--- src/hdl/gdz_div.sv ---
// ---------------------------------------------------------------------------
// gdz_div
// Pipelined restoring divider, one quotient bit per stage.
// ---------------------------------------------------------------------------
module gdz_div #(
    parameter int unsigned NUM_W = 16,
    parameter int unsigned DEN_W = 8,
    parameter int unsigned Q_W   = 8
) (
    input  logic             clk,
    input  logic [NUM_W-1:0] numer,
    input  logic [DEN_W-1:0] den,
    output logic [Q_W-1:0]   quot
);

    localparam int unsigned RW = (NUM_W > DEN_W + Q_W) ? NUM_W : DEN_W + Q_W;

    logic [RW-1:0]    rem_reg [Q_W];
    logic [DEN_W-1:0] den_reg [Q_W];
    logic [Q_W-1:0]   q_reg   [Q_W];

    genvar k;
    generate
        for (k = 0; k < Q_W; k++)
        begin : g_stage
            localparam int unsigned B = Q_W - 1 - k;
            logic [RW-1:0]    r_in;
            logic [DEN_W-1:0] d_in;
            logic [Q_W-1:0]   q_in;
            logic [RW-1:0]    shifted;

            if (k == 0)
            begin : g_first
                assign r_in = RW'(numer);
                assign d_in = den;
                assign q_in = '0;
            end
            else
            begin : g_next
                assign r_in = rem_reg[k-1];
                assign d_in = den_reg[k-1];
                assign q_in = q_reg[k-1];
            end

            assign shifted = RW'(d_in) << B;

            always_ff @(posedge clk)
            begin
                if (r_in >= shifted)
                begin
                    rem_reg[k] <= r_in - shifted;
                    q_reg[k]   <= q_in | (Q_W'(1) << B);
                end
                else
                begin
                    rem_reg[k] <= r_in;
                    q_reg[k]   <= q_in;
                end
                den_reg[k] <= d_in;
            end
        end
    endgenerate

    assign quot = q_reg[Q_W-1];

endmodule

--- config.mk ---
export PLATFORM = sky130hd
export DESIGN_NAME = gdz_div
export DESIGN_NICKNAME = d
export VERILOG_FILES = /design/src/hdl/gdz_div.sv
export SDC_FILE = /design/constraint.sdc
export NUM_CORES = 1
export LEC_CHECK = 0
export ABC_AREA = 1
export BUFFER_PORTS_ARGS = -buffer_cell sky130_fd_sc_hd__buf_2
export CORE_ASPECT_RATIO = 1.75
export CORE_MARGIN = 5
export CORE_UTILIZATION = 40
export CTS_CLUSTER_DIAMETER = 60
export DETAILED_ROUTE_END_ITERATION = 10
export HOLD_SLACK_MARGIN = 0.08
export PLACE_DENSITY = 0.53
export SLEW_MARGIN = 10
export SYNTH_ARGS = -nofsm -noshare
export SYNTH_HDL_FRONTEND = slang
export SYNTH_SLANG_ARGS = --single-unit
--- constraint.sdc ---
create_clock -name clk -period 4.65 [get_ports clk]
set_clock_uncertainty 0.1 [all_clocks]
set_input_delay 0.93 -clock clk [delete_from_list [all_inputs] [get_ports clk]]
set_output_delay 0.93 -clock clk [all_outputs]
set_load 0.02 [all_outputs]
# Word level (Yosys, flattened, before mapping)
# Memories as Yosys holds them, arrays and structs flattened.
# Cells that the tools add are included.
# Widths: inputs -> output; s select.
# totals
reg_bits	0
mem_bits_rw	256
n_memories	3
out_inout_bits	8
input_bits	25
# classes
add_sub_neg	8
n_bitwise	16
mux	40
order_cmp	8
# memory_table
memory	depth	width	rd	rd_clocked_by_memory_dff	write_ports	line_no	rtl
rem_reg	8	16	7	0	8	18	logic [RW-1:0] rem_reg [Q_W];
den_reg	8	8	7	0	8	19	logic [DEN_W-1:0] den_reg [Q_W];
q_reg	8	8	8	0	8	20	logic [Q_W-1:0] q_reg [Q_W];
# op_table
cell	n
$mux 16	8
$mux 8	8
$mux 1	24
$ge 16x10->1	1
$ge 16x11->1	1
$ge 16x12->1	1
$ge 16x13->1	1
$ge 16x14->1	1
$ge 16x15->1	1
$ge 16x8->1	1
$ge 16x9->1	1
$or 1x1->1	16
$sub 16x10->16	1
$sub 16x11->16	1
$sub 16x12->16	1
$sub 16x13->16	1
$sub 16x14->16	1
$sub 16x15->16	1
$sub 16x8->16	1
$sub 16x9->16	1

# Logic depth before layout (Yosys ltp)
# An unclocked memory read counts as a cell.
# logic_depth
word_depth	5
ltp_mapped	13
mapped_depth_nobuf	13

# Worst setup path after synthesis
# OpenSTA, ideal clock, no wires.
# synth_path
kind	input to register
from	input numer[7]
to	memory rem_reg[0][13] (netlist name)
cell_stages	9
t_arrival_ns	2.186
setup_time_ns	0.113
setup_slack_ns	2.251
path_cell_list	inv_1 > ha_1 > fa_1 > o21ai_0 > nand2_1 > nand3_1 > nand2_1 > nand2_1 > nand2_1
# synth_rtl
item	line_no	rtl
start, declared	11	input logic [NUM_W-1:0] numer,
end, declared	18	

==> metrics list <==
- The Yosys step of the flow raised 0 warnings.
- Based on the critical path, the design can be clocked at up to 429.8 MHz.
- Antenna violations before repair: 0
- Wire length of the first global-routing pass: 37470 um
* DIE HEIGHT: 214.8 um
- For this design the top-level I/O count stands at 33.
- The share of total power dissipated in sequential elements is 0.347.
- Core outline area: 23840 um^2
- Die span in x: 127.0 um
* Number of distinct standard cells referenced by the synthesized netlist: 38
* Sum of routed wire length over all layers: 22980 um
* Number of H-tree levels: 1
* Total power consumption of the routed design: 0.007148 W
- Share of cells above drive strength 1: 0.08425
- Of the total power, the share spent switching nets is 0.3965.
- In the routed layout, each cell is associated on average with a via count of 4.649.
- Count of buffers inserted at the top-level ports: 32
- Post-CTS repair changed the size of 0 cells.
- Number of antenna cells inserted: 0
* Critical path required time: 4.94 ns
* Worst hold-check path type: reg -> reg
- Summed over all failing endpoints, the final setup total negative slack is 0 ns.
- The first detailed-routing pass took 5 iterations.
- Of the available clock period, the critical path in the final layout requires 0.5004.
- Transition time of the tightest slew-check pin: 0.6010 ns
* Post-route DRC: 0
- Critical path arrival: 2.62 ns
* Largest fanout on the critical path: 4
- The register with the most flip-flops in the layout has 112 of them.
* Starting density of the core: 0.4023
- Final GP Congestion: 0.8854
- Post-Syn Instances: 1302
* Switching Power: 0.002834 W
* Clock group share of total power: 0.236
* Endpoint class of the critical path: flop
* Clock transition time at the flip-flop clock pins of the worst setup and hold paths: 0.06 ns
- Buffers added to address setup during post-CTS repair amount to 0.
- For this run, the total global-route usage over all layers was measured as 0.1728.
* Maximum number of pins on one net before global-route repair: 17
- The synthesized netlist occupies a cell area of 9588 um^2.
- Across all layers, the routed design uses 7778 vias.
* Slew Limit Fails: 0
- For this run, the register share of the synthesized area comes to 0.4259.
- Net count, final: 1447
* Final critical-path required period: 2.327 ns
- Counting every net in the synthesized netlist gives 1398.
- The root buffer cell chosen for the clock tree is clkbuf_16.
- Number of standard-cell rows in the floorplan: 75
- Setup violations remaining at the end of the flow were counted as 0.
- For met3 alone, demand over resource in global routing was 0.01963.
- Worst skew pair latency: 0.50 ns
* CTS tree: done
- WL/cell: 13.74 um
* Total leakage power: 5.740 nW
- Summed over all nets, the half-perimeter wirelength after detailed placement is 19310 um.
- No sink is reached through more buffers than the 3 on the longest clock path.
- Cts-stage hold buffer count: 0
- Unrepaired setup endpoints after global routing: no
- Internal Dissipation: 0.004313 W
- Met1 track demand over resource: 0.1127
- The run finished with clean final reports.
- Cell Pwr Density: 663.6 nW/um^2
- In the global route stage, met2 resource usage came out at 0.4008.
* GR Overflow Total: 0
- After global routing, the most crowded layer is met2.
- Number of DRC markers after the initial detailed-route iteration: 198
- The die covers 27290 um^2.
- Tightest slew margin relative to the limit: 0.5951
* Logic pwr share: 0.417
- Flop and latch count out of synthesis: 204
- A synthesized cell averages 7.364 um^2.
- Count of maximum capacitance violations: 0
- Relative to the synthesized area, the layout overhead comes to 12.33%.
- Number of global-route vias before repair: 8280
* ANT nets after route: 0
- Clock sink total: 204
- Total CTS buffers: 21
- STA classifies the critical path startpoint as an input pin.
- Worst vdd rail ir drop: 0.2686 mV
- CP Class: in -> reg
- The final hold violation count is 0.
[cell usage after synthesis]
cell      number  share of area
nand2_1      430           0.17
inv_1        229          0.090
dfxtp_1      204           0.43
nor2_1       100          0.039
nand3_1       74          0.039
ha_1          64          0.084
a21oi_1       40          0.021
o21ai_0       20          0.010
nand4_1       17          0.011
nand3_2       13          0.014
xnor2_1       13          0.012
xor2_1        13          0.012
nor2_2         9         0.0059
nor3_1         9         0.0047
fa_1           7          0.015
nand2_2        7         0.0046
nand3b_1       7         0.0055
o21ai_1        7         0.0037
inv_2          6         0.0023
or2_2          4         0.0026
nor2_4         3         0.0035
o211ai_1       3         0.0023
and2_1         2         0.0013
buf_4          2         0.0016
buf_6          2         0.0023
buf_8          2         0.0031
nand2_4        2         0.0023
nor4_1         2         0.0013
o21bai_1       2         0.0016
a21boi_0       1        0.00078
a21o_1         1        0.00078
a21oi_4        1         0.0017
nand3b_4       1         0.0021
nor2_8         1         0.0021
nor3_4         1         0.0017
o21a_1         1        0.00078
o21ai_2        1        0.00091
o31a_1         1        0.00091
[kinds of logic after synthesis]
logic type | synth area share
buffers and inverters | 0.09905
xor gates and xnor gates | 0.02375
and+or+nand+nor | 0.3084
AOI/OAI and AO/OA | 0.04476
adders and majority gates | 0.09813
DFF | 0.4259
[worst paths after layout]
| check | from | endpoint | slack [ns] | depth (start not counted) |
|---|---|---|---|---|
| worst max-delay path | numer[7] | rem_reg[0][13] | 2.32 | 10 |
| worst min-delay path | q_reg[1][6] | q_reg[1][14] | 0.23 | 0 |
| worst max register to register | rem_reg[3][3] | rem_reg[4][15] | 2.34 | 9 |
| worst min register to register | q_reg[1][6] | q_reg[1][14] | 0.23 | 0 |
[cells in the final DEF, fill, tap and decap left out, types with 9 or more instances in the layout]
cell and instances:
inv_1 229, nand4_1 17, ha_1 64, nand3_2 13, nor3_1 9, buf_2 32, a21oi_1 40, clkbuf_16 21
nor2_2 9, nand3_1 74, nand2_1 430, xor2_1 13, nor2_1 100, xnor2_1 13, dfxtp_1 204, o21ai_0 20
[cell type report]
class / count / area, um^2
inverter: 235 / 882.1
multi-input combinational: 857 / 4554
clock inverter: 6 / 71.32
fill: 2478 / 13070
timing repair buffer: 32 / 160.2
tap: 308 / 385.4
sequential: 204 / 4084
clock buffer: 31 / 633.1
[metal layers]
metal / share of wire / up-vias / routed length (um)
met5: 0 / - / 0
met4: 0.067 / 0 / 1544
met3: 0.025 / 84 / 585
met2: 0.64 / 133 / 14770
met1: 0.26 / 3461 / 6079
li1: - / 4100 / -
[metrics by stage]
stage,worst slack (ns),hold WS [ns],area [um^2],util,instances
after floorplan,2.251,0.2096,9588,-,1302
after detailed placement,1.822,0.2128,10070,0.4223,1636
after global routing,2.122,0.2326,10770,0.4519,1673
after CTS,2.307,0.2284,10770,0.4519,1673
final,2.323,0.2254,10770,0.4519,1673
after global placement,1.829,0.2101,10070,0.4223,1636
[worst max-delay path, stage by stage]
cell and delay (ns):
buf_2 0.09, inv_1 0.04, ha_1 0.24, fa_1 0.41, o21ai_0 0.52, nand2_1 0.14, nand3_1 0.11, nand2_1 0.05
nand2_1 0.05, nand2_1 0.04
[power by group through the flow]
stage               clock network (W)  registers [W]  logic (W)
finish                        0.00168        0.00248    0.00298
global route                  0.00180        0.00254    0.00343
CTS                           0.00173        0.00249    0.00302
detailed placement                  0        0.00253    0.00300
global placement                    0        0.00252    0.00297
floorplan                           0        0.00248    0.00231
Note: power is estimated with default switching activity, not from simulation.
