==> src/hdl/gdz_pkg.sv <==
// ---------------------------------------------------------------------------
// gdz_pkg
// Types and constants shared by the gamepad dead-zone conditioner.
// ---------------------------------------------------------------------------
package gdz_pkg;

    localparam int unsigned STICK_FS   = 32767;
    localparam int unsigned TRIG_FS    = 255;
    localparam int unsigned OUT_ONE    = 32767;

    localparam int unsigned ISQRT_BITS = 16;
    localparam int unsigned DIV_QW     = 16;

    localparam int unsigned STK_NUM_W  = 46;
    localparam int unsigned STK_DEN_W  = 31;
    localparam int unsigned TRG_NUM_W  = 23;
    localparam int unsigned TRG_DEN_W  = 8;

    // stick front end: abs, two squares, sum, root, two product stages
    localparam int unsigned FRONT_LAT  = 3 + ISQRT_BITS + 2;

    typedef enum logic [1:0] {
        CFG_STICK_DZ = 2'd0,
        CFG_TRIG_DZ  = 2'd1
    } cfg_idx_e;

    typedef struct packed {
        logic               read_ok;
        logic [15:0]        button_word;
        logic signed [15:0] left_x;
        logic signed [15:0] left_y;
        logic signed [15:0] right_x;
        logic signed [15:0] right_y;
        logic [7:0]         left_trigger;
        logic [7:0]         right_trigger;
    } in_item_t;

    typedef struct packed {
        logic               connected;
        logic [13:0]        buttons_pressed;
        logic signed [15:0] left_x_out;
        logic signed [15:0] left_y_out;
        logic signed [15:0] right_x_out;
        logic signed [15:0] right_y_out;
        logic [14:0]        left_trigger_out;
        logic [14:0]        right_trigger_out;
    } out_item_t;

    typedef struct packed {
        logic                 active;
        logic                 neg_x;
        logic                 neg_y;
        logic [STK_NUM_W-1:0] numer_x;
        logic [STK_NUM_W-1:0] numer_y;
        logic [STK_DEN_W-1:0] den;
    } stick_front_t;

    typedef struct packed {
        logic                 active;
        logic [TRG_NUM_W-1:0] numer;
        logic [TRG_DEN_W-1:0] den;
    } trig_front_t;

    typedef struct packed {
        logic        valid;
        logic        read_ok;
        logic [13:0] buttons;
    } item_info_t;

    // output bit i comes from raw button bit BUTTON_SRC[i]
    typedef logic [3:0] btn_src_t [14];
    localparam btn_src_t BUTTON_SRC = '{
        4'd12, 4'd13, 4'd14, 4'd15, 4'd0, 4'd1, 4'd2, 4'd3,
        4'd8, 4'd9, 4'd6, 4'd7, 4'd4, 4'd5
    };

    function automatic logic [13:0] map_buttons(input logic [15:0] bw);
        logic [13:0] res;
        for (int i = 0; i < 14; i++)
        begin
            res[i] = bw[BUTTON_SRC[i]];
        end
        return res;
    endfunction

endpackage

==> src/hdl/gdz_isqrt.sv <==
// ---------------------------------------------------------------------------
// gdz_isqrt
// Pipelined integer square root, one root bit per stage, with side data.
// ---------------------------------------------------------------------------
module gdz_isqrt #(
    parameter int unsigned RW   = 16,
    parameter int unsigned SB_W = 8
) (
    input  logic            clk,
    input  logic [2*RW-1:0] radicand,
    input  logic [SB_W-1:0] side_in,
    output logic [RW-1:0]   root,
    output logic [SB_W-1:0] side_out
);

    localparam int unsigned VW = 2*RW + 1;

    logic [RW-1:0]   root_reg [RW];
    logic [VW-1:0]   rem_reg  [RW];
    logic [SB_W-1:0] side_reg [RW];

    genvar k;
    generate
        for (k = 0; k < RW; k++)
        begin : g_stage
            localparam int unsigned B = RW - 1 - k;
            logic [RW-1:0]   r_in;
            logic [VW-1:0]   v_in;
            logic [SB_W-1:0] s_in;
            logic [VW-1:0]   trial;

            if (k == 0)
            begin : g_first
                assign r_in = '0;
                assign v_in = VW'(radicand);
                assign s_in = side_in;
            end
            else
            begin : g_next
                assign r_in = root_reg[k-1];
                assign v_in = rem_reg[k-1];
                assign s_in = side_reg[k-1];
            end

            // (r + 2^b)^2 - r^2
            assign trial = (VW'(r_in) << (B + 1)) + (VW'(1) << (2*B));

            always_ff @(posedge clk)
            begin
                if (v_in >= trial)
                begin
                    rem_reg[k]  <= v_in - trial;
                    root_reg[k] <= r_in | (RW'(1) << B);
                end
                else
                begin
                    rem_reg[k]  <= v_in;
                    root_reg[k] <= r_in;
                end
                side_reg[k] <= s_in;
            end
        end
    endgenerate

    assign root     = root_reg[RW-1];
    assign side_out = side_reg[RW-1];

endmodule

==> src/hdl/gdz_stick.sv <==
// ---------------------------------------------------------------------------
// gdz_stick
// Stick front end: magnitude, clamp and the numerators and divisor of the
// radial rescale.
// ---------------------------------------------------------------------------
module gdz_stick
    import gdz_pkg::*;
(
    input  logic               clk,
    input  logic signed [15:0] x,
    input  logic signed [15:0] y,
    input  logic [14:0]        dead_zone,
    output stick_front_t       front
);

    logic [15:0] ax_reg, ay_reg, ax2_reg, ay2_reg, ax3_reg, ay3_reg;
    logic        nx_reg, ny_reg, nx2_reg, ny2_reg, nx3_reg, ny3_reg;
    logic [31:0] sqx_reg, sqy_reg, sum_reg;

    always_ff @(posedge clk)
    begin
        ax_reg  <= x[15] ? 16'(-x) : 16'(x);
        ay_reg  <= y[15] ? 16'(-y) : 16'(y);
        nx_reg  <= x[15];
        ny_reg  <= y[15];
        sqx_reg <= ax_reg * ax_reg;
        sqy_reg <= ay_reg * ay_reg;
        ax2_reg <= ax_reg;
        ay2_reg <= ay_reg;
        nx2_reg <= nx_reg;
        ny2_reg <= ny_reg;
        sum_reg <= sqx_reg + sqy_reg;
        ax3_reg <= ax2_reg;
        ay3_reg <= ay2_reg;
        nx3_reg <= nx2_reg;
        ny3_reg <= ny2_reg;
    end

    logic [15:0] mag;
    logic [33:0] side_out;

    gdz_isqrt #(
        .RW   (ISQRT_BITS),
        .SB_W (34)
    ) u_isqrt (
        .clk      (clk),
        .radicand (sum_reg),
        .side_in  ({nx3_reg, ny3_reg, ax3_reg, ay3_reg}),
        .root     (mag),
        .side_out (side_out)
    );

    logic [15:0] ax_s, ay_s;
    logic        nx_s, ny_s;
    logic [14:0] clamped, num, fs_dz;
    logic        active;

    assign {nx_s, ny_s, ax_s, ay_s} = side_out;
    assign clamped = (mag < 16'(STICK_FS)) ? mag[14:0] : 15'(STICK_FS);
    assign num     = clamped - dead_zone;
    assign fs_dz   = 15'(STICK_FS) - dead_zone;
    assign active  = (dead_zone < 15'(STICK_FS)) && (mag > 16'(dead_zone));

    logic [30:0] px_reg, py_reg, den_reg;
    logic        act_reg, nxm_reg, nym_reg;

    always_ff @(posedge clk)
    begin
        px_reg  <= ax_s * num;
        py_reg  <= ay_s * num;
        den_reg <= mag * fs_dz;
        act_reg <= active;
        nxm_reg <= nx_s;
        nym_reg <= ny_s;
    end

    stick_front_t front_reg;

    // times 32767 as shift and subtract
    always_ff @(posedge clk)
    begin
        front_reg.active  <= act_reg;
        front_reg.neg_x   <= nxm_reg;
        front_reg.neg_y   <= nym_reg;
        front_reg.numer_x <= {px_reg, 15'd0} - STK_NUM_W'(px_reg);
        front_reg.numer_y <= {py_reg, 15'd0} - STK_NUM_W'(py_reg);
        front_reg.den     <= den_reg;
    end

    assign front = front_reg;

endmodule

==> config.mk <==
export PLATFORM = sky130hd
export DESIGN_NAME = gdz_stick
export DESIGN_NICKNAME = d
export VERILOG_FILES = /design/src/hdl/gdz_pkg.sv /design/src/hdl/gdz_isqrt.sv /design/src/hdl/gdz_stick.sv
export SDC_FILE = /design/constraint.sdc
export NUM_CORES = 2
export LEC_CHECK = 0
export BUFFER_PORTS_ARGS = -buffer_cell sky130_fd_sc_hd__buf_2
export CAP_MARGIN = 20
export CORE_MARGIN = 3
export CORE_UTILIZATION = 45
export CTS_BUF_LIST = sky130_fd_sc_hd__clkbuf_4 sky130_fd_sc_hd__clkbuf_8
export CTS_CLUSTER_DIAMETER = 60
export CTS_CLUSTER_SIZE = 28
export DETAILED_ROUTE_END_ITERATION = 16
export GPL_ROUTABILITY_DRIVEN = 0
export SYNTH_ARGS = -nofsm -noshare
export SYNTH_HDL_FRONTEND = slang
export SYNTH_SLANG_ARGS = --single-unit
==> constraint.sdc <==
create_clock -name clk -period 11.88 [get_ports clk]
set_input_delay 0.594 -clock clk [delete_from_list [all_inputs] [get_ports clk]]
set_output_delay 0.594 -clock clk [all_outputs]
set_load 0.1 [all_outputs]
; Word level (Yosys, flattened, before mapping)
; Memories as Yosys holds them, arrays and structs flattened.
; Cells that the tools add are included.
[totals]
output_inout_bits = 126
mem_bits_rw = 1328
in_bits = 48
memories = 3
wordCells = 210
regBits = 420
[mem_list]
columns = name, depth, width, read_ports, rd_clocked_by_memory_dff, wr, line
row1 = u_isqrt.side_reg, 16, 34, 16, 0, 16, gdz_isqrt.sv:20  ; logic [SB_W-1:0] side_reg [RW];
row2 = u_isqrt.rem_reg, 16, 33, 15, 0, 16, gdz_isqrt.sv:19  ; logic [VW-1:0] rem_reg [RW];
row3 = u_isqrt.root_reg, 16, 16, 16, 0, 16, gdz_isqrt.sv:18  ; logic [RW-1:0] root_reg [RW];
[op_classes]
n_mux = 83
n_reduce_logical = 1
bitwise_logic = 32
addsub = 38
magnitude_cmp = 19
multipliers = 5
[ops]
columns = operator, n
row1 = $mux 33, 16
row2 = $ge 33x33->1, 15
row3 = $sub 33x33->33, 15
row4 = $mux 16, 16
row5 = $mul 16x15->31, 3
row6 = $sub 46x31->46, 2
row7 = $mul 16x16->32, 2
row8 = $mux 1, 48
row9 = $mux 15, 3
row10 = $sub 32x31->33 const B, 1
row11 = $add 31x29->32 const B, 1
row12 = $add 32x32->32, 1
row13 = $ge 32x31->1 const B, 1
row14 = $neg 16->16, 2
row15 = $or 1x1->1, 32
row16 = $add 30x27->31 const B, 1
row17 = $add 29x25->30 const B, 1
row18 = $add 28x23->29 const B, 1
row19 = $add 27x21->28 const B, 1
row20 = $add 26x19->27 const B, 1
row21 = $add 25x17->26 const B, 1
row22 = $add 24x15->25 const B, 1
row23 = $add 23x13->24 const B, 1
row24 = $add 22x11->23 const B, 1
row25 = 11 further kinds, 11

; Depth between registers and ports, before layout
; An unclocked memory read counts as a cell.
[depth]
ltp_word = 6
depth_mapped = 36

; Cells and area by module
; A second synthesis with hierarchy kept.
[hier_totals]
hier_cells = 8442
area_unflattened_um2 = 86504.2
[by_module_without_submodules]
columns = mod, instances, cells_each, area_each_um2
row1 = gdz_stick, 1, 5586, 52085.0
row2 = gdz_isqrt, 1, 2856, 34419.3

; Worst setup path after synthesis
; No wires, ideal clock.
[synth_path]
path_kind = register -> register
from = memory u_isqrt.root_reg[15][0] (netlist: u_isqrt.root_reg[1][112])
to = register py_reg[30]
path_stages_with_launch = 32
synth_period_minus_slack_ps = 8486
slack_ps = 3394
arrival_ps = 8366
setup_ps = 120
path_cell_list = dfxtp_1 nand4_1 o41ai_1 nor2_1 ha_1 fa_1 nor2b_1 o21ai_0 a21boi_0 o21ai_0 a211oi_1 o31ai_1 a211oi_1 clkbuf_1 nand2_1 fa_1 fa_1 inv_1 fa_1 fa_1 fa_1 fa_1 ha_1 a21o_1 a21o_1 a21oi_1 o221ai_1 o41ai_1 o31ai_1 a211o_1 a21oi_1 xnor2_1
[synth_rtl]
columns = item, line
row1 = "start, declared", gdz_isqrt.sv:18
row2 = "end signal, assigned", gdz_stick.sv:70  ; py_reg <= ay_s * num;
row3 = "end, declared", gdz_stick.sv:64  ; logic [30:0] px_reg, py_reg, den_reg;

==> out/qor.yml <==
outcome: "complete, no violations"
finalClockSkew_ns: 0.0669
synthFlopType: "dfxtp_1"
syn_area_um2: 85700
crit_required_ns: 12.65
synthCells: 8342
cts_resized: 0
largest_reg_flops: 544
synth_largest_area_cell: "dfxtp_1"
grt_setup_unrepaired: "false"
hold_violations: 0
htree_levels: 3
clock.fmax_ghz: 0.0947
cts_hold_buf: 46
synth_common_cells: "dfxtp_1 (1591), inv_1 (1322), fa_1 (869)"
clkSinkCount: 1591
ys_seq_area_frac: 0.372
crit_path_end_kind: "flop"
synthTopCellsByArea: "dfxtp_1 (37%), fa_1 (20%), ha_1 (11%)"
syn_area_per_cell_um2: 10.3
antenna_found_initial: 4
synth_cell_types: 79
hpwl_mm: 138
hp-class: "reg -> reg"
die_w_um: 442
gr-total-overflow: 0
worst_pin_slew_ns: 0.953
postCtsSetupBuffers: 0
setup_viol: 0
cp-start-kind: "flop"
fillers: 17300
finalCritPeriodShare: 0.889
drive_gt1_frac: 0.0589
nNetsFinal: 10200
cap_viol_max_count: 0
grt_max_degree: 42
grt_util_all_layers: 0.180
grt_pass1_vias: 57600
first_pass_iters: 5
chipHeight_um: 442
core_um2: 189000
die_area_um2: 196000
slowest_delay_ns: 0.83
first_iter_violations: 2726
maxUsedRoutingLayer: "met4"
fin_setup_tns_ns: 0
clk_pin_slew_ns: 0.13
crit_fanout: 17
yosys_warnings: 0
yosysMostFrequentCell: "dfxtp_1"
wl_met3_mm: 7.35
arrival_ns: 11.33
row_count: 159
ys_ff_latch: 1591
slew_viol_final: 0
rrSetupSlack_ns: 1.32
yosysTopAreaCellShare: 0.372
antenna_left: 0
setup_ws_ns: 1.32
drcViolationCount: 0
clk_latency_ns: 0.87
cts_root_buf: "clkbuf_8"
period_minus_slack_ns: 10.56
cts_inserted_buffers: 106
wl_met2_mm: 86.8
crit_family: "adder cells"
via_per_inst: 4.96
slew_headroom: 0.362
clock_path_buffers: 3
pre_cts_slack_ns: 1.50
critical_path_class: "reg -> reg"
routed-via-count: 55100
wirelength_mm: 175
io_pins: 174
critPathSlowestCell: "o41ai_1"
crit_top_cell: "fa_1"
grt_pass1_wl_mm: 292
syn_nets: 9986
initial_core_util: 0.454
io_buffers: 173
holdWs_ns: 0.288
area_growth_pct: 8.17
cp.buffers_inverters: 4
cts_tree: "yes"
synthArstFlopShare: 0
synth-edff-count: 0
routedLengthMet1_mm: 76.4
wl_per_cell_um: 15.8
metal layers:
metal	track usage	up-vias
met5	0	-
met4	0.0505	0
met3	0.0256	289
met2	0.320	1101
met1	0.228	26800
li1	-	26900
layout by cell type, fill, tap and decap left out, types with 28 or more instances in the layout:
cell,synthesis,final
nor4_1,98,98
or3_1,58,58
nor3_1,110,110
o21bai_1,28,28
o21ai_0,228,228
buf_2,3,173
xor2_1,201,199
nor2b_1,183,183
xnor2_1,289,282
nand2_1,729,729
nor2_1,347,345
clkbuf_8,0,112
a21o_1,116,116
inv_1,1322,1322
dfxtp_1,1591,1591
a211oi_1,29,28
o21a_1,57,57
a21oi_1,215,215
a31oi_1,29,28
nand4_1,49,49
dlygate4sd3_1,0,46
nand3_1,85,85
ha_1,727,727
nand2b_1,68,68
and2_1,314,314
or2_2,29,29
fa_1,869,869
and3_1,28,28
buf_4,0,40
o31ai_1,44,44
path summary, 6_finish.rpt:
| check | start | end | depth (start not counted) |
|---|---|---|---|
| setup reg to reg | u_isqrt.root_reg[1][115] | px_reg[29] | 33 |
| hold reg to reg | den_reg[10] | front[10] | 0 |
| hold / removal | den_reg[10] | front[10] | 0 |
| setup / recovery | u_isqrt.root_reg[1][115] | px_reg[29] | 33 |
metrics by stage:
stage | util | cell area, µm² | cells
after CTS | 0.491 | 92700 | 11100
after global placement | 0.474 | 89400 | 10900
final | 0.491 | 92700 | 11100
after floorplan | - | 85700 | 8342
after global routing | 0.491 | 92700 | 11100
after detailed placement | 0.474 | 89400 | 10900
kinds of logic after synthesis:
group,after synthesis,share of synthesized area
flops,1591,0.372
fa+ha+maj,1596,0.309
compound gates,906,0.0680
xor+xnor,491,0.0503
mux,27,0.00364
simple gates,2218,0.131
buf+inv,1513,0.0666
final cells by class:
type,instances,area [µm²],area share
well taps,2495,3120,0.0337
inverters,1322,4960,0.0535
multi-input cells,5238,48200,0.521
diodes,3,7.51,0.0000810
clock inverters,77,1260,0.0136
flip-flops and latches,1591,31900,0.344
clock buffers,116,1570,0.0170
repair buffers,262,1660,0.0179
Power is left out: the tool's default activity adds up to more than one toggle a clock period on the data nets, which glitch-free logic cannot reach.
