### src/hdl/gdz_delay.sv
// ---------------------------------------------------------------------------
// gdz_delay
// Fixed-length shift line that keeps side data aligned with the datapath.
// ---------------------------------------------------------------------------
module gdz_delay #(
    parameter int unsigned W = 8,
    parameter int unsigned N = 4
) (
    input  logic         clk,
    input  logic         rst_n,
    input  logic [W-1:0] din,
    output logic [W-1:0] dout
);

    logic [W-1:0] tap_reg [N];

    always_ff @(posedge clk or negedge rst_n)
    begin
        if (!rst_n)
        begin
            for (int i = 0; i < N; i++)
            begin
                tap_reg[i] <= '0;
            end
        end
        else
        begin
            tap_reg[0] <= din;
            for (int i = 1; i < N; i++)
            begin
                tap_reg[i] <= tap_reg[i-1];
            end
        end
    end

    assign dout = tap_reg[N-1];

endmodule

### config.mk
export PLATFORM = sky130hd
export DESIGN_NAME = gdz_delay
export DESIGN_NICKNAME = d
export VERILOG_FILES = /design/src/hdl/gdz_delay.sv
export SDC_FILE = /design/constraint.sdc
export NUM_CORES = 1
export LEC_CHECK = 0
export ABC_CLOCK_PERIOD_IN_PS = 1650
export BUFFER_PORTS_ARGS = -buffer_cell sky130_fd_sc_hd__buf_2
export CAP_MARGIN = 5
export CORE_ASPECT_RATIO = 0.6
export CORE_UTILIZATION = 35
export DETAILED_ROUTE_END_ITERATION = 8
export PLACE_DENSITY = 0.62
export REMOVE_ABC_BUFFERS = 1
export SLEW_MARGIN = 20
export SYNTH_ARGS = -nofsm -noshare
export SYNTH_HDL_FRONTEND = slang
export SYNTH_SLANG_ARGS = --single-unit
### constraint.sdc
create_clock -name clk -period 1.65 [get_ports clk]
set_clock_uncertainty 0.2 [all_clocks]
set_input_delay 0.2475 -clock clk [delete_from_list [all_inputs] [get_ports clk]]
set_output_delay 0.2475 -clock clk [all_outputs]
set_load 0.02 [all_outputs]
# Word-level counts from Yosys, hierarchy flattened
# Cells that the tools add are included.
[totals]
word_cells = 4
output_inout_bits = 8
inputBits = 10
ff_bits = 32

# Longest topological paths before layout
# Gate-level depths: netlist of the first run.
[depth]
ltp_word = 0
depth_mapped = 1
ltp_nobuf = 0

# Worst setup path before layout of the first run
# OpenSTA, ideal clock, no wires.
[synth_path]
path_type = "reg-to-output"
startpoint = "register tap_reg, in the netlist dout[0]"
endpoint = "output dout[0]"
setup_slack_ns = 0.721
stages_incl_launch_ff = 2
arrival_time_ns = 0.482
required_time_ns = 1.202
n_path_buf = 1
path_cell_list = "dfrtp_1 -> buf_4"
[synth_rtl]
columns = ["item", "line_no", "rtl"]
rows = [
  ["from (decl)", "15", "logic [W-1:0] tap_reg [N];"],
  ["from (signal, indexed assignment)", "31", "tap_reg[i] <= tap_reg[i-1];"],
  ["to (decl)", "12", "output logic [W-1:0] dout"],
]
# No word-level cell between the ends.

# Worst setup path in the final report of the first run
[layout_path]
startpoint = "register tap_reg, in the netlist dout[4]"
endpoint = "output dout[4]"
# No word-level cell between the ends.

==> run summary, run 1 <==
Outcome -> completed
Layout area overhead -> 28.9%
DRC violations left -> 0
Post-layout min period -> 1.22 ns
Detailed Routing Iterations Pass 1 -> 2
Multi-input gate area -> 0 µm²
Post-synthesis sequential area ratio -> 0.930
Layout cell share with drive strength beyond 1 -> 0.369
Worst Max-Slew Pin Slew -> 0.632 ns
Worst hold path class -> flop to flop
Post-CTS setup buffer count -> 0
Global-route wire length before repair -> 1490 µm
Final net count -> 75
Power per cell area -> 1350 nW/µm²
Antenna diodes -> 0
Pleak -> 0.000528 µW
Largest net degree at the start of global routing -> 33
Filler cell count -> 195
Initial antenna violation count -> 0
Yosys reg bits -> 32
Vias/cell -> 3.39
Post-synth EDFFs -> 0
Initial Util -> 0.384
CTS Sinks -> 32
Vias in the first global route -> 344
Starting DRT DRC Count -> 2
Fin. max-slew vios -> 0
VDD IR max -> 0.712 mV
Netlist cell types -> 2
Routed wire length -> 849 µm
Total global-route track usage -> 0.0932
Comb_multi_in -> 0
GRT overflow -> 0
DR WL/cell -> 8.94 µm
Overall die width -> 66.0 µm
IO Pins -> 18
Core ar. -> 2240 µm²
Die Area -> 2670 µm²
Final setup viols -> 0
Startpoint Class -> flop
R2R depth -> 0
Crit path max-delay family -> flip-flops
Worst path buffer plus inverter count -> 1
Crit-path max cell delay -> 0.36 ns
Area leader, netlist -> dfrtp_1
Worst-path fanout max -> 1
Hold WS -> 0.147 ns
Pre-CTS WS -> 0.698 ns
Slew headroom -> 0.579
Slowest cell on crit path -> dfrtp_1
Max-cap violations -> 0
Synth top area share -> 0.930
Routed via count -> 322
FF-to-FF Start -> tap_reg[17]$_DFF_PN0_
Setup TNS -> 0 ns
Clock transition at path regs -> 0.06 ns
Placer's final routability congestion estimate -> 0.638
Clock tree buffer depth -> 2
CTS tree -> yes
H-tree depth -> 2
Yosys warns -> 0
# port buffers -> 17
Post-route ant nets -> 0
Most used DFF post-synth -> dfrtp_1
Mapped Area -> 861 µm²
# rows -> 13
Top post-synthesis cells by count -> 32 x dfrtp_1, 8 x buf_4
Hold wc startpoint -> tap_reg[24]$_DFF_PN0_
Final Hold Viols -> 0
TritonCTS Buffers -> 5
Synth top area cells -> dfrtp_1 93%, buf_4 7.0%
Count leader, synth -> dfrtp_1
Die extent in y -> 40.4 µm
Critical Path RT -> 1.20 ns
Reg2Reg Setup Slack -> 0.97 ns
Worst hold path depth -> 0
Clock Root Buffer -> clkbuf_8
Total power -> 1500 µW
Clock latency on the worst-skew pair -> 0.27 ns
Post-Synthesis Cells -> 40
Reg2reg end -> tap_reg[9]$_DFF_PN0_
Critical Path AT -> 0.77 ns
Crit share post-route -> 0.740
Crit. End Element -> output port
Worst hold endpoint -> tap_reg[16]$_DFF_PN0_
Final Worst Setup Slack -> 0.428 ns
Seq. cell area -> 801 µm²
Max reg flops -> 24
Fmax -> 819 MHz
Setup Crit Path Kind -> flop to output port
Post-synth ARST share -> 1.00
Worst path cell trace -> buf_2
Avg Cell Area, Syn -> 21.5 µm²
RSZ-0062 raised after global routing -> no
[cells in the final DEF, fill, tap and decap left out]
master / Yosys / layout
buf_2: 0 / 17
clkbuf_8: 0 / 7
dfrtp_1: 32 / 32
dlygate4sd3_1: 0 / 9
[worst max path at each step]
stage,slack (ns),depth (start not counted),to,start
floorplan,0.79,0,dout[0],dout[0]$_DFF_PN0_
global placement,0.72,1,dout[2],dout[2]$_DFF_PN0_
detailed placement,0.70,1,dout[5]$_DFF_PN0_,rst_n
CTS,0.41,1,dout[4],dout[4]$_DFF_PN0_
global route,0.35,2,dout[5]$_DFF_PN0_,rst_n
finish,0.43,1,dout[4],dout[4]$_DFF_PN0_
[final cells by class]
class                 instances  area share
Clock buffer                  7      0.0868
Sequential cell              32       0.722
Tap cell                     30      0.0338
Timing Repair Buffer         26       0.158
[where the power goes]
| part | switching (µW) | internal, µW | total (µW) |
|---|---|---|---|
| Sequential | 9.06 | 825 | 834 |
| Combinational | 33.9 | 27.9 | 61.8 |
| Clock | 231 | 370 | 601 |
[routing by layer]
metal	part of all wire	GRT usage
met4	0.034	0.0638
met3	0.11	0.0852
met5	0	0
met2	0.41	0.130
met1	0.45	0.0901
[cell families (layout without fill, tap and decap cells)]
kind of cell  Yosys count  count (layout)  share of synthesized area
flops                  32              32                      0.930
buf+inv                 8              33                     0.0698
[what timing repair did]
action / 4_1_cts / 5_1_grt
gates resized for setup: 0 / 0
hold buffers: 9 / 0
endpoints found under the hold margin: 40 / 0
[stage by stage]
| stage | instance area, µm² | util | std cells |
|---|---|---|---|
| 5_1_grt | 1110 | 0.494 | 95 |
| 3_3_place_gp | 923 | 0.411 | 79 |
| 3_5_place_dp | 923 | 0.411 | 79 |
| 2_1_floorplan | 801 | - | 32 |
| 6_report | 1110 | 0.494 | 95 |
| 4_1_cts | 1110 | 0.494 | 95 |
(Power assumes the default switching activity.)
==> inputs of run 2 (changes only) <==
--- a/config.mk
+++ b/config.mk
@@ -5,13 +5,13 @@
 export SDC_FILE = /design/constraint.sdc
 export NUM_CORES = 1
 export LEC_CHECK = 0
-export ABC_CLOCK_PERIOD_IN_PS = 1650
+export ABC_CLOCK_PERIOD_IN_PS = 1000
 export BUFFER_PORTS_ARGS = -buffer_cell sky130_fd_sc_hd__buf_2
 export CAP_MARGIN = 5
 export CORE_ASPECT_RATIO = 0.6
 export CORE_UTILIZATION = 35
 export DETAILED_ROUTE_END_ITERATION = 8
-export PLACE_DENSITY = 0.62
+export PLACE_DENSITY = 0.64
 export REMOVE_ABC_BUFFERS = 1
 export SLEW_MARGIN = 20
 export SYNTH_ARGS = -nofsm -noshare
==> constraint.sdc (replaced) <==
create_clock -name clk -period 1 [get_ports clk]
set_clock_uncertainty 0.2 [all_clocks]
set_input_delay 0.15 -clock clk [delete_from_list [all_inputs] [get_ports clk]]
set_output_delay 0.15 -clock clk [all_outputs]
set_load 0.02 [all_outputs]
==> run summary, run 2 (synthesized netlist as in run 1, its figures left out) <==
Outcome -> complete, but fails checks
Failing checks -> setup timing
Largest net degree at the start of global routing -> 33
Fmax -> 897 MHz
Vias/cell -> 3.40
Most frequent cells in the layout -> 32 x dfrtp_1, 9 x dlygate4sd3_1, 9 x buf_2, 8 x buf_6, 6 x clkbuf_8
Layout area overhead -> 36.3%
Placer's final routability congestion estimate -> 0.614
Final net count -> 76
TritonCTS Buffers -> 5
Crit share post-route -> 1.12
Post-layout min period -> 1.12 ns
RSZ-0062 raised after global routing -> yes
# port buffers -> 17
Global-route wire length before repair -> 1450 µm
Worst path cell trace -> buf_6
Critical Path AT -> 0.77 ns
FF-to-FF Start -> tap_reg[17]$_DFF_PN0_
Clock tree buffer depth -> 2
Hold WS -> 0.145 ns
Slew headroom -> 0.892
Die Area -> 2670 µm²
Clock latency on the worst-skew pair -> 0.27 ns
Fin. max-slew vios -> 0
Antenna diodes -> 0
Clock transition at path regs -> 0.06 ns
Post-route ant nets -> 0
Worst path buffer plus inverter count -> 1
Multi-input gate area -> 0 µm²
IO Pins -> 18
Overall die width -> 66.0 µm
Max reg flops -> 24
CTS tree -> yes
Seq. cell area -> 801 µm²
Leading cell type in the layout, fill and taps excluded -> dfrtp_1
Starting DRT DRC Count -> 2
H-tree depth -> 2
Filler cell count -> 186
Final Worst Setup Slack -> -0.115 ns
Comb_multi_in -> 0
Vias in the first global route -> 321
CTS Sinks -> 32
Die extent in y -> 40.4 µm
Slowest cell on crit path -> dfrtp_1
Worst Max-Slew Pin Slew -> 0.161 ns
Detailed Routing Iterations Pass 1 -> 4
Routed via count -> 330
VDD IR max -> 0.833 mV
Final setup viols -> 8
Power per cell area -> 2090 nW/µm²
Startpoint Class -> flop
Critical Path RT -> 0.65 ns
Crit. End Element -> output port
Initial antenna violation count -> 0
DRC violations left -> 0
Worst hold path class -> flop to flop
Core ar. -> 2240 µm²
Non-Filler Instances -> 97
Clock Root Buffer -> clkbuf_8
# rows -> 13
GRT overflow -> 0
Final Hold Viols -> 0
DR WL/cell -> 8.99 µm
Pleak -> 0.000549 µW
CP startpoint -> dout[3]$_DFF_PN0_
Worst-path fanout max -> 1
Layout cell share with drive strength beyond 1 -> 0.358
Max-cap violations -> 0
Routed wire length -> 872 µm
Crit-path max cell delay -> 0.37 ns
Placed cells -> 80
Setup Crit Path Kind -> flop to output port
Crit path max-delay family -> flip-flops
Initial Util -> 0.384
Total global-route track usage -> 0.0937
Hold wc startpoint -> tap_reg[31]$_DFF_PN0_
==> run 2: cell type report <==
type | count | share of cell area
repair buffers | 27 | 0.209
clock buffers | 8 | 0.0768
flip-flops and latches | 32 | 0.682
well taps | 30 | 0.0320
==> run 2: path summary, 6_finish.rpt <==
| path | endpoint | slack (ns) | cells past startpoint |
|---|---|---|---|
| worst min register to register | tap_reg[23]$_DFF_PN0_ | 0.15 | 0 |
| max in group asynchronous | tap_reg[17]$_DFF_PN0_ | 0.27 | 3 |
| min in group asynchronous | tap_reg[28]$_DFF_PN0_ | 0.17 | 3 |
| worst max register to register | tap_reg[9]$_DFF_PN0_ | 0.32 | 0 |
| worst max-delay path | dout[3] | -0.12 | 1 |
| worst min-delay path | tap_reg[23]$_DFF_PN0_ | 0.15 | 0 |
==> run 2: metrics by stage <==
stage / setup WS [ns] / total power (µW) / util / setup TNS (ns) / area, µm²
after floorplan: 0.234 / 1420 / - / 0 / 801
after global placement: 0.165 / 1480 / 0.420 / 0 / 943
after detailed placement: 0.159 / 1490 / 0.420 / 0 / 943
after CTS: -0.135 / 2500 / 0.523 / -1.04 / 1170
after global routing: -0.158 / 2590 / 0.523 / -1.17 / 1170
final: -0.115 / 2450 / 0.523 / -0.908 / 1170
==> run 2: power breakdown <==
group          total, µW  switching [µW]  leakage, µW  internal, µW
sequential          1380            18.2     0.000373          1360
clock                944             385    0.0000455           559
combinational        132            58.0     0.000131          73.5
total               2450             461     0.000549          1990
==> run 2: routing by layer <==
metal,share of wire,routed length [µm],up-vias,GRT usage
met3,0.11,97,2,0.0767
li1,-,-,163,-
met2,0.38,334,21,0.112
met4,0.031,27,0,0.112
met5,0,0,-,0
met1,0.47,412,144,0.0934
==> run 2: repair_timing <==
action | 4_1_cts | 5_1_grt
setup buffers | 0 | 0
hold buffers | 9 | 0
resized for setup | 16 | 0
endpoints found under the setup margin | 8 | 8
hold endpoints to repair | 40 | 0
==> inputs of run 3 (changes only) <==
--- a/config.mk
+++ b/config.mk
@@ -11,7 +11,7 @@
 export CORE_ASPECT_RATIO = 0.6
 export CORE_UTILIZATION = 35
 export DETAILED_ROUTE_END_ITERATION = 8
-export PLACE_DENSITY = 0.64
+export PLACE_DENSITY = 0.65
 export REMOVE_ABC_BUFFERS = 1
 export SLEW_MARGIN = 20
 export SYNTH_ARGS = -nofsm -noshare
==> run summary, run 3 (synthesized netlist as in run 1, its figures left out) <==
TritonCTS Buffers -> 5
Post-layout min period -> 1.12 ns
Worst-path fanout max -> 1
Clock latency on the worst-skew pair -> 0.27 ns
Met3 Use GR -> 0.0767
Met2 usage -> 0.133
Slowest cell on crit path -> dfrtp_1
Worst path buffer plus inverter count -> 1
Startpoint Class -> flop
# rows -> 13
Die extent in y -> 40.4 µm
Largest net degree at the start of global routing -> 27
Die Area -> 2670 µm²
Fin. max-slew vios -> 0
DRC violations left -> 0
Total power -> 2660 µW
Placer's final routability congestion estimate -> 0.619
Worst path cell trace -> buf_6
Met1 Usage GRT -> 0.0934
Final setup viols -> 8
Routed via count -> 352
Post-CTS setup buffer count -> 0
Crit share post-route -> 1.12
Pleak -> 0.000559 µW
DR WL/cell -> 9.77 µm
Vias in the first global route -> 332
Total global-route track usage -> 0.0950
Multi-input gate area -> 0 µm²
Grt peak-use layer -> met2
Overall die width -> 66.0 µm
Hold WS -> 0.0514 ns
CTS Sinks -> 32
Leading cell type in the layout, fill and taps excluded -> dfrtp_1
Max reg flops -> 24
Crit-path max cell delay -> 0.37 ns
Initial antenna violation count -> 0
Antenna diodes -> 0
Layout area overhead -> 38.4%
Global-route wire length before repair -> 1510 µm
GRT overflow -> 0
Fmax -> 893 MHz
Vias/cell -> 3.63
Layout cell share with drive strength beyond 1 -> 0.373
Final Hold Viols -> 0
Comb_multi_in -> 0
Failing checks -> setup timing
Initial Util -> 0.384
Power per cell area -> 2230 nW/µm²
Final net count -> 76
Routed wire length -> 948 µm
Worst Max-Slew Pin Slew -> 0.179 ns
Post-route ant nets -> 0
IO Pins -> 18
Setup Crit Path Kind -> flop to output port
Outcome -> complete, but fails checks
Clock transition at path regs -> 0.06 ns
Filler cell count -> 189
H-tree depth -> 2
VDD IR max -> 1.01 mV
Crit path max-delay family -> flip-flops
RSZ-0062 raised after global routing -> yes
Critical Path AT -> 0.77 ns
Clock Root Buffer -> clkbuf_8
Final Worst Setup Slack -> -0.119 ns
# port buffers -> 17
Crit. End Element -> output port
CTS tree -> yes
Core ar. -> 2240 µm²
Most frequent cells in the layout -> 32 x dfrtp_1, 9 x dlygate4sd3_1, 9 x buf_2, 8 x buf_6, 5 x clkbuf_8
Detailed Routing Iterations Pass 1 -> 2
Worst hold path class -> input pin to async pin
Clock tree buffer depth -> 2
Starting DRT DRC Count -> 3
Slew headroom -> 0.880
Max-cap violations -> 0
Critical Path RT -> 0.65 ns
-- run 3: path summary, 6_finish.rpt --
path,cells after the start,from,to,slack (ns)
setup / recovery,1,dout[5]$_DFF_PN0_,dout[5],-0.12
hold / removal,2,rst_n,tap_reg[30]$_DFF_PN0_,0.05
setup reg to reg,0,tap_reg[11]$_DFF_PN0_,dout[3]$_DFF_PN0_,0.32
hold reg to reg,0,tap_reg[21]$_DFF_PN0_,tap_reg[13]$_DFF_PN0_,0.14
max in group asynchronous,3,rst_n,tap_reg[19]$_DFF_PN0_,0.19
min in group clk,0,tap_reg[21]$_DFF_PN0_,tap_reg[13]$_DFF_PN0_,0.14
-- run 3: final cells by class --
class                   count  area, µm²  area share
clock buffers               6       72.6      0.0609
flip-flops and latches     32        801       0.672
well taps                  30       37.5      0.0315
repair buffers             27        245       0.206
clock inverters             2       35.0      0.0294
-- run 3: timing repair --
action | CTS | global route
pin swaps | 0 | 0
endpoints found under the hold margin | 40 | 0
endpoints found under the setup margin | 8 | 8
resized for setup | 16 | 0
hold buffers | 9 | 0
cloned | 0 | 0
-- run 3: metrics by stage --
| step | setup WS (ns) | setup TNS [ns] | util | instance area, µm² | cells |
|---|---|---|---|---|---|
| after floorplan | 0.234 | 0 | - | 801 | 32 |
| after global placement | 0.165 | 0 | 0.420 | 943 | 80 |
| after detailed placement | 0.162 | 0 | 0.420 | 943 | 80 |
| after CTS | -0.138 | -1.07 | 0.531 | 1190 | 97 |
| after global routing | -0.164 | -1.22 | 0.531 | 1190 | 97 |
| final | -0.119 | -0.945 | 0.531 | 1190 | 97 |
-- run 3: report_power, final --
group / internal [µW] / switching [µW]
clock network: 738 / 411
registers: 1360 / 19.8
logic: 73.4 / 58.8
total: 2170 / 490
-- run 3: per-layer routing --
metal  vias to the layer above  part of all wire
li1                        164                 -
met1                       169              0.41
met2                        17              0.49
met3                         2             0.078
met4                         0             0.018
met5                         -                 0
